### src/rtl/mmp_pkg.sv
// Shared types, codes and modular arithmetic helpers for the modular matrix power unit.
// No dependencies; imported by mmp_mac, modular_matrix_power_unit and tb_top.
package mmp_pkg;

   localparam logic [15:0] MODULUS = 16'd65521;

   // Register index of dim, as decoded from the word address.
   localparam logic REG_DIM = 1'b0;

   typedef enum logic [1:0] {
      OP_WRITE = 2'd0,
      OP_RUN   = 2'd1,
      OP_READ  = 2'd2
   } op_type;

   typedef enum logic [3:0] {
      ST_CLEAR,
      ST_IDLE,
      ST_READ,
      ST_INIT,
      ST_STEP,
      ST_MUL,
      ST_DRAIN,
      ST_COPY,
      ST_DONE
   } state_type;

   typedef struct packed {
      logic valid;
      logic first;
      logic last;
   } mac_ctl_type;

   // 2^16 = 15 mod 65521: first fold of a 32-bit product.
   function automatic logic [20:0] fold_hi(input logic [31:0] p);
      fold_hi = 21'(p[31:16]) * 21'd15 + 21'(p[15:0]);
   endfunction

   // Second fold leaves a value below twice the modulus; one subtract finishes it.
   function automatic logic [15:0] fold_lo(input logic [20:0] f);
      logic [16:0] s;
      s = 17'(f[20:16]) * 17'd15 + 17'(f[15:0]);
      fold_lo = (s >= 17'(MODULUS)) ? 16'(s - 17'(MODULUS)) : s[15:0];
   endfunction

   function automatic logic [15:0] add_mod(input logic [15:0] a, input logic [15:0] b);
      logic [16:0] s;
      s = 17'(a) + 17'(b);
      add_mod = (s >= 17'(MODULUS)) ? 16'(s - 17'(MODULUS)) : s[15:0];
   endfunction

endpackage

### src/rtl/mmp_mac.sv
// Pipelined modular multiply-accumulate: product, two folds mod 65521, running sum.
// Depends on mmp_pkg. Emits one finished dot product per beat flagged last.
module mmp_mac #(
   parameter int TW = 12
) (
   input  logic                 clock,
   input  logic                 reset,
   input  mmp_pkg::mac_ctl_type in_ctl,
   input  logic [15:0]          in_a,
   input  logic [15:0]          in_b,
   input  logic [TW-1:0]        in_tag,
   output logic                 wr_valid,
   output logic [TW-1:0]        wr_tag,
   output logic [15:0]          wr_data,
   output logic                 busy
);
   import mmp_pkg::*;

   mac_ctl_type   ctl1_ff, ctl2_ff, ctl3_ff;
   logic [TW-1:0] tag1_ff, tag2_ff, tag3_ff;
   logic [31:0]   prod_ff;
   logic [20:0]   fold_ff;
   logic [15:0]   red_ff;
   logic [15:0]   acc_ff;
   logic [15:0]   acc_in;

   always_ff @(posedge clock) begin
      if (reset) begin
         ctl1_ff <= '0;
         ctl2_ff <= '0;
         ctl3_ff <= '0;
      end else begin
         ctl1_ff <= in_ctl;
         ctl2_ff <= ctl1_ff;
         ctl3_ff <= ctl2_ff;
      end
   end

   always_ff @(posedge clock) begin
      tag1_ff <= in_tag;
      tag2_ff <= tag1_ff;
      tag3_ff <= tag2_ff;
      prod_ff <= 32'(in_a) * 32'(in_b);
      fold_ff <= fold_hi(prod_ff);
      red_ff  <= fold_lo(fold_ff);
      if (ctl3_ff.valid) begin
         acc_ff <= acc_in;
      end
   end

   always_comb begin
      acc_in = add_mod(ctl3_ff.first ? 16'd0 : acc_ff, red_ff);
   end

   assign wr_valid = ctl3_ff.valid && ctl3_ff.last;
   assign wr_tag   = tag3_ff;
   assign wr_data  = acc_in;
   assign busy     = ctl1_ff.valid || ctl2_ff.valid || ctl3_ff.valid;

endmodule

### config.mk
export PLATFORM = sky130hd
export DESIGN_NAME = mmp_mac
export DESIGN_NICKNAME = d
export VERILOG_FILES = /design/src/rtl/mmp_pkg.sv /design/src/rtl/mmp_mac.sv
export SDC_FILE = /design/constraint.sdc
export NUM_CORES = 1
export LEC_CHECK = 0
export BUFFER_PORTS_ARGS = -buffer_cell sky130_fd_sc_hd__buf_2
export CAP_MARGIN = 20
export CORE_UTILIZATION = 49
export DETAILED_ROUTE_END_ITERATION = 7
export GPL_TIMING_DRIVEN = 0
export PLACE_DENSITY_LB_ADDON = 0.05
export SYNTH_ARGS = -nofsm -noshare
export SYNTH_HDL_FRONTEND = slang
export SYNTH_SLANG_ARGS = --single-unit
### constraint.sdc
create_clock -name clock -period 8 [get_ports clock]
set_input_delay 0.8 -clock clock [delete_from_list [all_inputs] [get_ports clock]]
set_output_delay 0.8 -clock clock [all_outputs]
set_load 0.02 [all_outputs]
==> impl_results.md, run 1 <==
- Status: finished clean
- Global-route wire length before repair: ~60000 um
- Worst Tran Pin Value: 0.909 ns
- DRT iter0 DRCs: roughly 580
- Post-CTS Hold Buffers: 0
- Share of the synthesized area in the top cell type: 0.319
- Initial antenna violation count: 0
- DR vias: 11200
- Max incr delay on CP: ~0.64 ns
- Sequential area share after synthesis: 0.175
- FP Rows: 65
- DR pass1 iterations: 7
- NumNets Final: around 2200
- Routed Antenna Nets: 0
- Core area: around 32000 um^2
- Routed Wire Length: about 36000 um
- CP cell instances: buf_2 -> clkbuf_1 -> nand2_1 -> fa_1 -> inv_1 -> fa_1 -> fa_1 -> fa_1 -> fa_1 -> inv_1 -> fa_1 -> inv_1 -> ha_1 -> a21o_1 -> a21o_1 -> a31o_2 -> o21ai_0 -> a21oi_1 -> o41ai_1 -> o21ai_0 -> a31oi_1 -> xnor2_1
- Longest Clk Path Bufs: 2
- # diodes: 0
- CP Max Fanout: 10
- Setup TNS Final: 0 ns
- GR Layer Usage met2: 0.413
- CP Data Required Time: about 8.4 ns
- Crit Path Category: input port to register
- Netlist cell types: 74
- Rel. slew slack: 0.394
- Routability congestion estimate: slightly above 0.9
- Finished Cell Area: about 17000 um^2
- Vias in the first global route: approximately 12000
- Top FF cell, synth: dfxtp_1
- Flops & latches, synth: 130
- Cell Area, Placed: 16700 um^2
- # H-tree levels: 4
- CTS Buf Count: 17
- P&R area growth vs syn: 9.42%
- Tot GR Track Use: 0.236
- CP Buf/Inv Count: 5
- Boundary Pins: slightly below 80
- Worst setup SP type: input port
- Largest net degree at the start of global routing: 19
- Wire per inst: about 17 um
- Critical path arrival: roughly 7.6 ns
- Via/cell ratio: about 5.2
- Min Hold Slack: roughly 0.32 ns
- Cell accounting for the most synthesized area: fa_1
- Syn nets: 2118
- Setup Buffers After CTS: 0
- Area contributors post-synth: fa_1, dfxtp_1, ha_1
- DP HPWL: roughly 31000 um
- Post-CTS sizing: 0
- Clk slew on worst S/H paths: ~0.060 ns
- Dpl cells: 2126
- Post-route insts no fill: approximately 2200
- Max_cap viols: 0
- YS warnings: 0
- GR Util met3: 0.0355
- Worst skew pair latency: roughly 0.43 ns
- Synth Instances: about 1600
- Fmax: approximately 140 MHz
- Remaining DRCs: 0
- Worst setup EP type: register
- Port Buffers: 78
- Cell Area, Synth: 15800 um^2
- Clock sink count: between 100 and 150
- Busiest grt layer: met2
- Fraction of layout cells with a size suffix above 1: 0.0764
- Full die area: around 33000 um^2
- Avg Synthesized Cell Area: 9.58 um^2
- Die Width: 181 um
- Crit path time final: approximately 7.2 ns
- Met1 GRT Util: 0.297
- RSZ-0062 raised after global routing: no
- CP max-delay cell: clkbuf_1
- Initial Utilization: 0.498
- Grt ovf: 0
- Async set-reset flop share out of synthesis: 0
- Most used cell, CP: fa_1
- Delay-heaviest family, CP: adder cells
- Chip height: between 150 and 200 um
- Clk Tree Root Cell: clkbuf_16
- Final Hold Viols: 0
- Tcrit/Tclk final: 0.906
- Slew Limit Fails: 0
- Final setup viols: 0
- Skew final: 0.00948 ns
- EDFF count, synth: 16
- CTS tree: built
- Worst min path class: register to register
## cells by family (layout without fill, tap and decap cells)
logic type,count (synthesis),after routing,synth area share
DFF,130,130,0.175
buffers and inverters,344,453,0.0834
AOI/OAI and AO/OA,212,212,0.0926
muxes,1,1,0.000714
xor gates and xnor gates,82,82,0.0456
and+or+nand+nor,454,454,0.147
adders and majority gates,423,423,0.455
## cells in the mapped netlist, drive strengths merged (9+ instances only)
cell and instances:
o21a 13, clkbuf 37, dfxtp 114, a21o 32, and2 121, fa 251
ha 172, xnor2 52, nor2 54, nor3 14, o211ai 10, edfxtp 16
a21oi 58, a211oi 9, xor2 30, nand2 171, nor2b 35, inv 302
o21ai 37, nand3 11
## worst paths after layout
| check | startpoint | end | slack [ns] | cells past startpoint |
|---|---|---|---|---|
| min | tag2_ff[3]$_DFF_P_ | wr_tag[3]$_DFF_P_ | 0.32 | 0 |
| max | in_a[8] | prod_ff[30]$_DFF_P_ | 0.75 | 22 |
| min reg2reg | tag2_ff[3]$_DFF_P_ | wr_tag[3]$_DFF_P_ | 0.32 | 0 |
| max reg2reg | fold_ff[19]$_DFF_P_ | red_ff[9]$_DFF_P_ | 2.67 | 18 |
## layer usage
| layer | part of all wire | vias to the layer above |
|---|---|---|
| met1 | 0.43 | 5569 |
| li1 | - | 5398 |
| met2 | 0.50 | 207 |
| met4 | 0.029 | 0 |
| met5 | 0 | - |
| met3 | 0.037 | 52 |
## layout make-up
cell class                 count  area (um^2)
multi-input combinational   1172        11700
clock buffer                  23          520
timing repair buffer          78          390
sequential                   130         2760
buffer                        42          181
fill                        2943        14400
clock inverter                 8         71.3
tap                          402          503
inverter                     302         1130
## flip-flops by register name, summed over array words and instances (netlist names)
register and cells:
ctl1_ff 3, ctl3_ff 3, acc_ff 16, prod_ff 32, wr_tag 12, ctl2_ff 3, fold_ff 21, tag1_ff 12
red_ff 16, tag2_ff 12
## cell usage in the layout, fill, tap and decap left out, types with 5 or more instances in the layout
cell type,synthesis,layout
o21ai_0,33,33
o211ai_1,10,10
nor3_1,13,13
and2_1,121,121
a21o_1,32,32
o21a_1,12,12
xnor2_1,52,52
a21oi_1,57,57
nand2b_1,8,8
and3_1,6,6
nor2_1,53,53
nand3_1,11,11
ha_1,172,172
clkbuf_16,0,19
a211oi_1,8,8
nor2b_1,35,35
nand4_1,8,8
dfxtp_1,114,114
edfxtp_1,16,16
fa_1,251,251
nand2_1,171,171
inv_1,302,302
o21bai_1,6,6
xor2_1,30,30
a31oi_1,5,5
buf_2,1,79
clkbuf_1,37,38
## through the flow
step	utilization	setup WS, ns
after floorplan	-	1.48
after global placement	0.526	0.383
after detailed placement	0.526	0.307
after CTS	0.545	0.744
after global routing	0.545	0.469
final	0.545	0.754
Power of run 1 is not shown: default switching activity piles up to over one toggle a cycle in this logic, so the estimate is an artifact.
==> inputs of run 2 (changes only) <==
--- a/config.mk
+++ b/config.mk
@@ -7,10 +7,10 @@
 export LEC_CHECK = 0
 export BUFFER_PORTS_ARGS = -buffer_cell sky130_fd_sc_hd__buf_2
 export CAP_MARGIN = 20
-export CORE_UTILIZATION = 49
+export CORE_UTILIZATION = 40
 export DETAILED_ROUTE_END_ITERATION = 7
 export GPL_TIMING_DRIVEN = 0
-export PLACE_DENSITY_LB_ADDON = 0.05
+export PLACE_DENSITY = 0.64
 export SYNTH_ARGS = -nofsm -noshare
 export SYNTH_HDL_FRONTEND = slang
 export SYNTH_SLANG_ARGS = --single-unit
==> impl_results.md, run 2 (synthesis results as in run 1) <==
- Status: finished clean (unchanged)
- Regs by FF count: prod_ff x32, fold_ff x21 (unchanged)
- NumNets Final: 2215 (unchanged)
- Initial Utilization: 0.407 (was 0.498)
- Vias in the first global route: 11800 (about the same)
- Worst setup EP type: register (unchanged)
- Final Hold Viols: 0 (unchanged)
- Critical path arrival: 7.62 ns (was 7.60 ns)
- Rel. slew slack: 0.441 (was 0.394)
- Port Buffers: 78 (unchanged)
- Final setup viols: 0 (unchanged)
- Remaining DRCs: 0 (unchanged)
- Reg-to-reg setup timing slack: 2.85 ns (was 2.67 ns)
- Setup Buffers After CTS: 0 (unchanged)
- Post-CTS sizing: 0 (unchanged)
- DRT iter0 DRCs: 611 (was 584)
- Initial antenna violation count: 2 (was 0)
- Clock sink count: 130 (unchanged)
- Hold EP: tag2_ff[10]$_DFF_P_ (was wr_tag[3]$_DFF_P_)
- CP Data Required Time: 8.34 ns (was 8.36 ns)
- CP Max Fanout: 10 (unchanged)
- Worst skew pair latency: 0.42 ns (was 0.43 ns)
- Worst min path class: register to register (unchanged)
- Fraction of layout cells with a size suffix above 1: 0.0774 (was 0.0764)
- Post-route insts no fill: 2274 (was 2157)
- Crit path time final: 7.28 ns (was 7.25 ns)
- RSZ-0062 raised after global routing: no (unchanged)
- Filler cell count: 3726 (was 2943)
- Post-CTS Hold Buffers: 0 (unchanged)
- Max_cap viols: 0 (unchanged)
- CTS tree: built (unchanged)
- Skew final: 0.0145 ns (was 0.00948 ns)
- Most frequent cells in the layout: inv_1, fa_1, ha_1 (unchanged)
- Routed Wire Length: 35600 um (was 36500 um)
- Core area: 38700 um^2 (was 31600 um^2)
- Chip height: 201 um (was 181 um)
- Worst Tran Pin Value: 0.839 ns (was 0.909 ns)
- Cell Area, Placed: 16800 um^2 (was 16700 um^2)
- # diodes: 0 (unchanged)
- R2r worst-path depth: 18 (unchanged)
- Largest net degree at the start of global routing: 19 (unchanged)
- Dpl cells: 2242 (was 2126)
- Tot GR Track Use: 0.185 (was 0.236)
- Full die area: 40200 um^2 (was 32900 um^2)
- Clk slew on worst S/H paths: 0.07 ns (was 0.06 ns)
- Reg2reg end: red_ff[6]$_DFF_P_ (was red_ff[9]$_DFF_P_)
- Boundary Pins: 79 (unchanged)
- DR vias: 11300 (was 11200)
- # H-tree levels: 4 (unchanged)
- Max reg flops: 32 (unchanged)
- Slew Limit Fails: 0 (unchanged)
- Worst setup SP type: input port (unchanged)
- Largest Register: prod_ff (unchanged)
- Crit Path Category: input port to register (unchanged)
- Hold depth: 0 (unchanged)
- Finished Cell Area: 17400 um^2 (was 17200 um^2)
- Routability congestion estimate: 0.922 (was 0.925)
- Tcrit/Tclk final: 0.910 (was 0.906)
- Die Width: 201 um (was 181 um)
- Reg-to-reg startpoint: fold_ff[19]$_DFF_P_ (unchanged)
- P&R area growth vs syn: 10.3% (was 9.42%)
- Via/cell ratio: 4.98 (was 5.20)
- DP HPWL: 29600 um (was 30600 um)
- Clk Tree Root Cell: clkbuf_16 (unchanged)
- Routed Antenna Nets: 0 (unchanged)
- Global-route wire length before repair: 59200 um (was 59900 um)
- Commonest non-fill, non-tap cell in the layout: inv_1 (unchanged)
- CTS Buf Count: 17 (unchanged)
- Hold Path Origin: tag1_ff[10]$_DFF_P_ (was tag2_ff[3]$_DFF_P_)
- Fmax: 137 MHz (was 138 MHz)
- Setup TNS Final: 0 ns (unchanged)
- Longest Clk Path Bufs: 2 (unchanged)
- Grt ovf: 0 (unchanged)
- DR pass1 iterations: 5 (was 7)
- FP Rows: 72 (was 65)
- Wire per inst: 15.7 um (was 16.9 um)
## run 2: metrics by stage
stage / hold WS, ns / util / setup slack, ns
final: 0.320 / 0.449 / 0.720
after CTS: 0.317 / 0.449 / 0.659
after global placement: 0.310 / 0.434 / 0.323
after global routing: 0.318 / 0.449 / 0.414
after floorplan: 0.310 / - / 1.48
after detailed placement: 0.312 / 0.434 / 0.236
## run 2: cell type report
| cell class | instances | area [um^2] | share of cell area |
|---|---|---|---|
| inverters | 302 | 1130 | 0.0652 |
| well taps | 518 | 648 | 0.0373 |
| plain buffers | 42 | 181 | 0.0104 |
| flip-flops and latches | 130 | 2760 | 0.159 |
| repair buffers | 78 | 390 | 0.0224 |
| clock buffers | 17 | 425 | 0.0245 |
| multi-input cells | 1172 | 11700 | 0.672 |
| clock inverters | 15 | 163 | 0.00935 |
## run 2: how the worst max path moves through the flow
stage	from	end	slack [ns]	cells after the start
after floorplan	in_a[8]	prod_ff[29]$_DFF_P_	1.48	20
after CTS	in_a[8]	prod_ff[30]$_DFF_P_	0.66	22
after global routing	in_a[8]	prod_ff[30]$_DFF_P_	0.41	22
final	in_a[8]	prod_ff[30]$_DFF_P_	0.72	22
after detailed placement	in_a[8]	prod_ff[30]$_DFF_P_	0.24	22
after global placement	in_a[8]	prod_ff[30]$_DFF_P_	0.32	22
## run 2: worst max-delay path, cell delays in order
cell and delay [ns]:
buf_2 0.21, clkbuf_1 0.59, nand2_1 0.17, fa_1 0.57, inv_1 0.06, fa_1 0.52
fa_1 0.55, fa_1 0.53, fa_1 0.56, inv_1 0.06, fa_1 0.58, inv_1 0.06
ha_1 0.36, a21o_1 0.20, a21o_1 0.19, a31o_2 0.27, o21ai_0 0.14, a21oi_1 0.09
o41ai_1 0.46, o21ai_0 0.28, a31oi_1 0.24, xnor2_1 0.13
## run 2: metal layers
layer | routed length, um | track usage | vias up | share of wire
met3 | 2270 | 0.0370 | 52 | 0.064
met1 | 16100 | 0.247 | 5544 | 0.45
li1 | - | - | 5402 | -
met2 | 16600 | 0.305 | 316 | 0.47
met5 | 17 | 0 | - | 0.00048
met4 | 627 | 0.0504 | 2 | 0.018
Power of run 2 is left out for the same reason.
==> inputs of run 3 (changes only) <==
--- a/config.mk
+++ b/config.mk
@@ -11,6 +11,7 @@
 export DETAILED_ROUTE_END_ITERATION = 7
 export GPL_TIMING_DRIVEN = 0
 export PLACE_DENSITY = 0.64
+export RECOVER_POWER = 25
 export SYNTH_ARGS = -nofsm -noshare
 export SYNTH_HDL_FRONTEND = slang
 export SYNTH_SLANG_ARGS = --single-unit
==> impl_results.md, run 3 (synthesis results as in run 1) <==
- Chip height: 201 um (unchanged)
- Clk slew on worst S/H paths: 0.07 ns (about the same)
- Hold EP: tag2_ff[10]$_DFF_P_ (unchanged)
- Min Hold Slack: 0.320 ns (unchanged)
- Critical path arrival: 7.63 ns (was 7.62 ns)
- Die Width: 201 um (unchanged)
- Most frequent cells in the layout: inv_1, fa_1, ha_1 (unchanged)
- Setup TNS Final: 0 ns (unchanged)
- Routed Wire Length: 35600 um (about the same)
- FP Rows: 72 (unchanged)
- Regs by FF count: prod_ff x32, fold_ff x21 (unchanged)
- Hold Path Origin: tag1_ff[10]$_DFF_P_ (unchanged)
- # H-tree levels: 4 (unchanged)
- Longest Clk Path Bufs: 2 (unchanged)
- Core area: 38700 um^2 (unchanged)
- DRT iter0 DRCs: 613 (was 611)
- Commonest non-fill, non-tap cell in the layout: inv_1 (unchanged)
- Post-CTS Hold Buffers: 0 (unchanged)
- DP HPWL: 29600 um (unchanged)
- Max_cap viols: 0 (unchanged)
- Setup Buffers After CTS: 0 (unchanged)
- Post-CTS sizing: 0 (unchanged)
- CTS Buf Count: 17 (unchanged)
- Crit path time final: 7.28 ns (about the same)
- R2r worst-path depth: 18 (unchanged)
- P&R area growth vs syn: 10.3% (about the same)
- Fraction of layout cells with a size suffix above 1: 0.0757 (was 0.0774)
- Fmax: 137 MHz (about the same)
- RSZ-0062 raised after global routing: no (unchanged)
- Max reg flops: 32 (unchanged)
- Rel. slew slack: 0.443 (was 0.441)
- Routability congestion estimate: 0.922 (unchanged)
- Initial antenna violation count: 2 (unchanged)
- Routed Antenna Nets: 0 (unchanged)
- Skew final: 0.0145 ns (unchanged)
- Clock sink count: 130 (unchanged)
- Initial Utilization: 0.407 (unchanged)
- Slew Limit Fails: 0 (unchanged)
- Remaining DRCs: 0 (unchanged)
- Clk Tree Root Cell: clkbuf_16 (unchanged)
- Area occupied by multi-input gates: 11700 um^2 (unchanged)
- Vias in the first global route: 11800 (unchanged)
- Port Buffers: 78 (unchanged)
- Full die area: 40200 um^2 (unchanged)
- Grt ovf: 0 (unchanged)
- Seq. cell area: 2760 um^2 (unchanged)
- DR vias: 11300 (about the same)
- Status: finished clean (unchanged)
- CTS tree: built (unchanged)
- Wire per inst: 15.6 um (was 15.7 um)
- Tcrit/Tclk final: 0.910 (about the same)
- Hold depth: 0 (unchanged)
- Crit Path Category: input port to register (unchanged)
- Reg2reg end: red_ff[6]$_DFF_P_ (unchanged)
- CP Data Required Time: 8.34 ns (about the same)
- Boundary Pins: 79 (unchanged)
- NumNets Final: 2215 (unchanged)
- Final Util: 0.449 (about the same)
- # diodes: 0 (unchanged)
- CP Max Fanout: 10 (unchanged)
- Via/cell ratio: 4.98 (about the same)
- Worst setup EP type: register (unchanged)
- Global-route wire length before repair: 59200 um (unchanged)
- Worst setup SP type: input port (unchanged)
- Filler cell count: 3725 (was 3726)
- Largest net degree at the start of global routing: 19 (unchanged)
- Tot GR Track Use: 0.185 (unchanged)
- Worst Tran Pin Value: 0.835 ns (was 0.839 ns)
- Final Hold Viols: 0 (unchanged)
- Worst min path class: register to register (unchanged)
- Reg-to-reg startpoint: fold_ff[19]$_DFF_P_ (unchanged)
- Largest Register: prod_ff (unchanged)
- Reg-to-reg setup timing slack: 2.85 ns (about the same)
- Worst skew pair latency: 0.42 ns (about the same)
- Final setup viols: 0 (unchanged)
- DR pass1 iterations: 5 (unchanged)
==> run 3: cell types whose count changed in the layout (fill, tap and decap cells not counted) <==
cell / change
clkbuf_1: +3
buf_2: -3
==> run 3: how the worst max path moves through the flow <==
stage,startpoint,endpoint,slack (ns),cells past startpoint
detailed placement,in_a[8],prod_ff[30]$_DFF_P_,0.24,22
floorplan,in_a[8],prod_ff[29]$_DFF_P_,1.48,20
finish,in_a[8],prod_ff[30]$_DFF_P_,0.72,22
CTS,in_a[8],prod_ff[30]$_DFF_P_,0.66,22
global route,in_a[8],prod_ff[30]$_DFF_P_,0.41,22
global placement,in_a[8],prod_ff[30]$_DFF_P_,0.32,22
==> run 3: layer usage <==
layer,vias to the layer above,global-route usage,share of wire
met5,-,0,0.00048
met4,2,0.0504,0.018
met3,52,0.0370,0.064
met2,315,0.305,0.47
met1,5548,0.247,0.45
li1,5400,-,-
==> run 3: area by class of cell <==
class | instances | share of cell area
plain buffers | 42 | 0.0104
clock buffers | 17 | 0.0245
clock inverters | 15 | 0.00936
inverters | 302 | 0.0652
multi-input cells | 1172 | 0.672
flip-flops and latches | 130 | 0.159
well taps | 518 | 0.0373
repair buffers | 78 | 0.0222
==> run 3: worst max-delay path, stage by stage <==
cell and delay [ns]:
buf_2 0.21, clkbuf_1 0.59, nand2_1 0.17, fa_1 0.57
inv_1 0.06, fa_1 0.52, fa_1 0.55, fa_1 0.53
fa_1 0.56, inv_1 0.06, fa_1 0.58, inv_1 0.06
ha_1 0.36, a21o_1 0.20, a21o_1 0.19, a31o_2 0.27
o21ai_0 0.14, a21oi_1 0.09, o41ai_1 0.46, o21ai_0 0.28
a31oi_1 0.24, xnor2_1 0.13
==> run 3: stage by stage <==
stage / worst slack (ns) / std cells / area (um^2)
after detailed placement: 0.236 / 2242 / 16800
after CTS: 0.659 / 2274 / 17400
after global placement: 0.323 / 2242 / 16800
after global routing: 0.414 / 2274 / 17400
after floorplan: 1.48 / 1646 / 15800
final: 0.719 / 2274 / 17400
Power of run 3 is left out for the same reason.
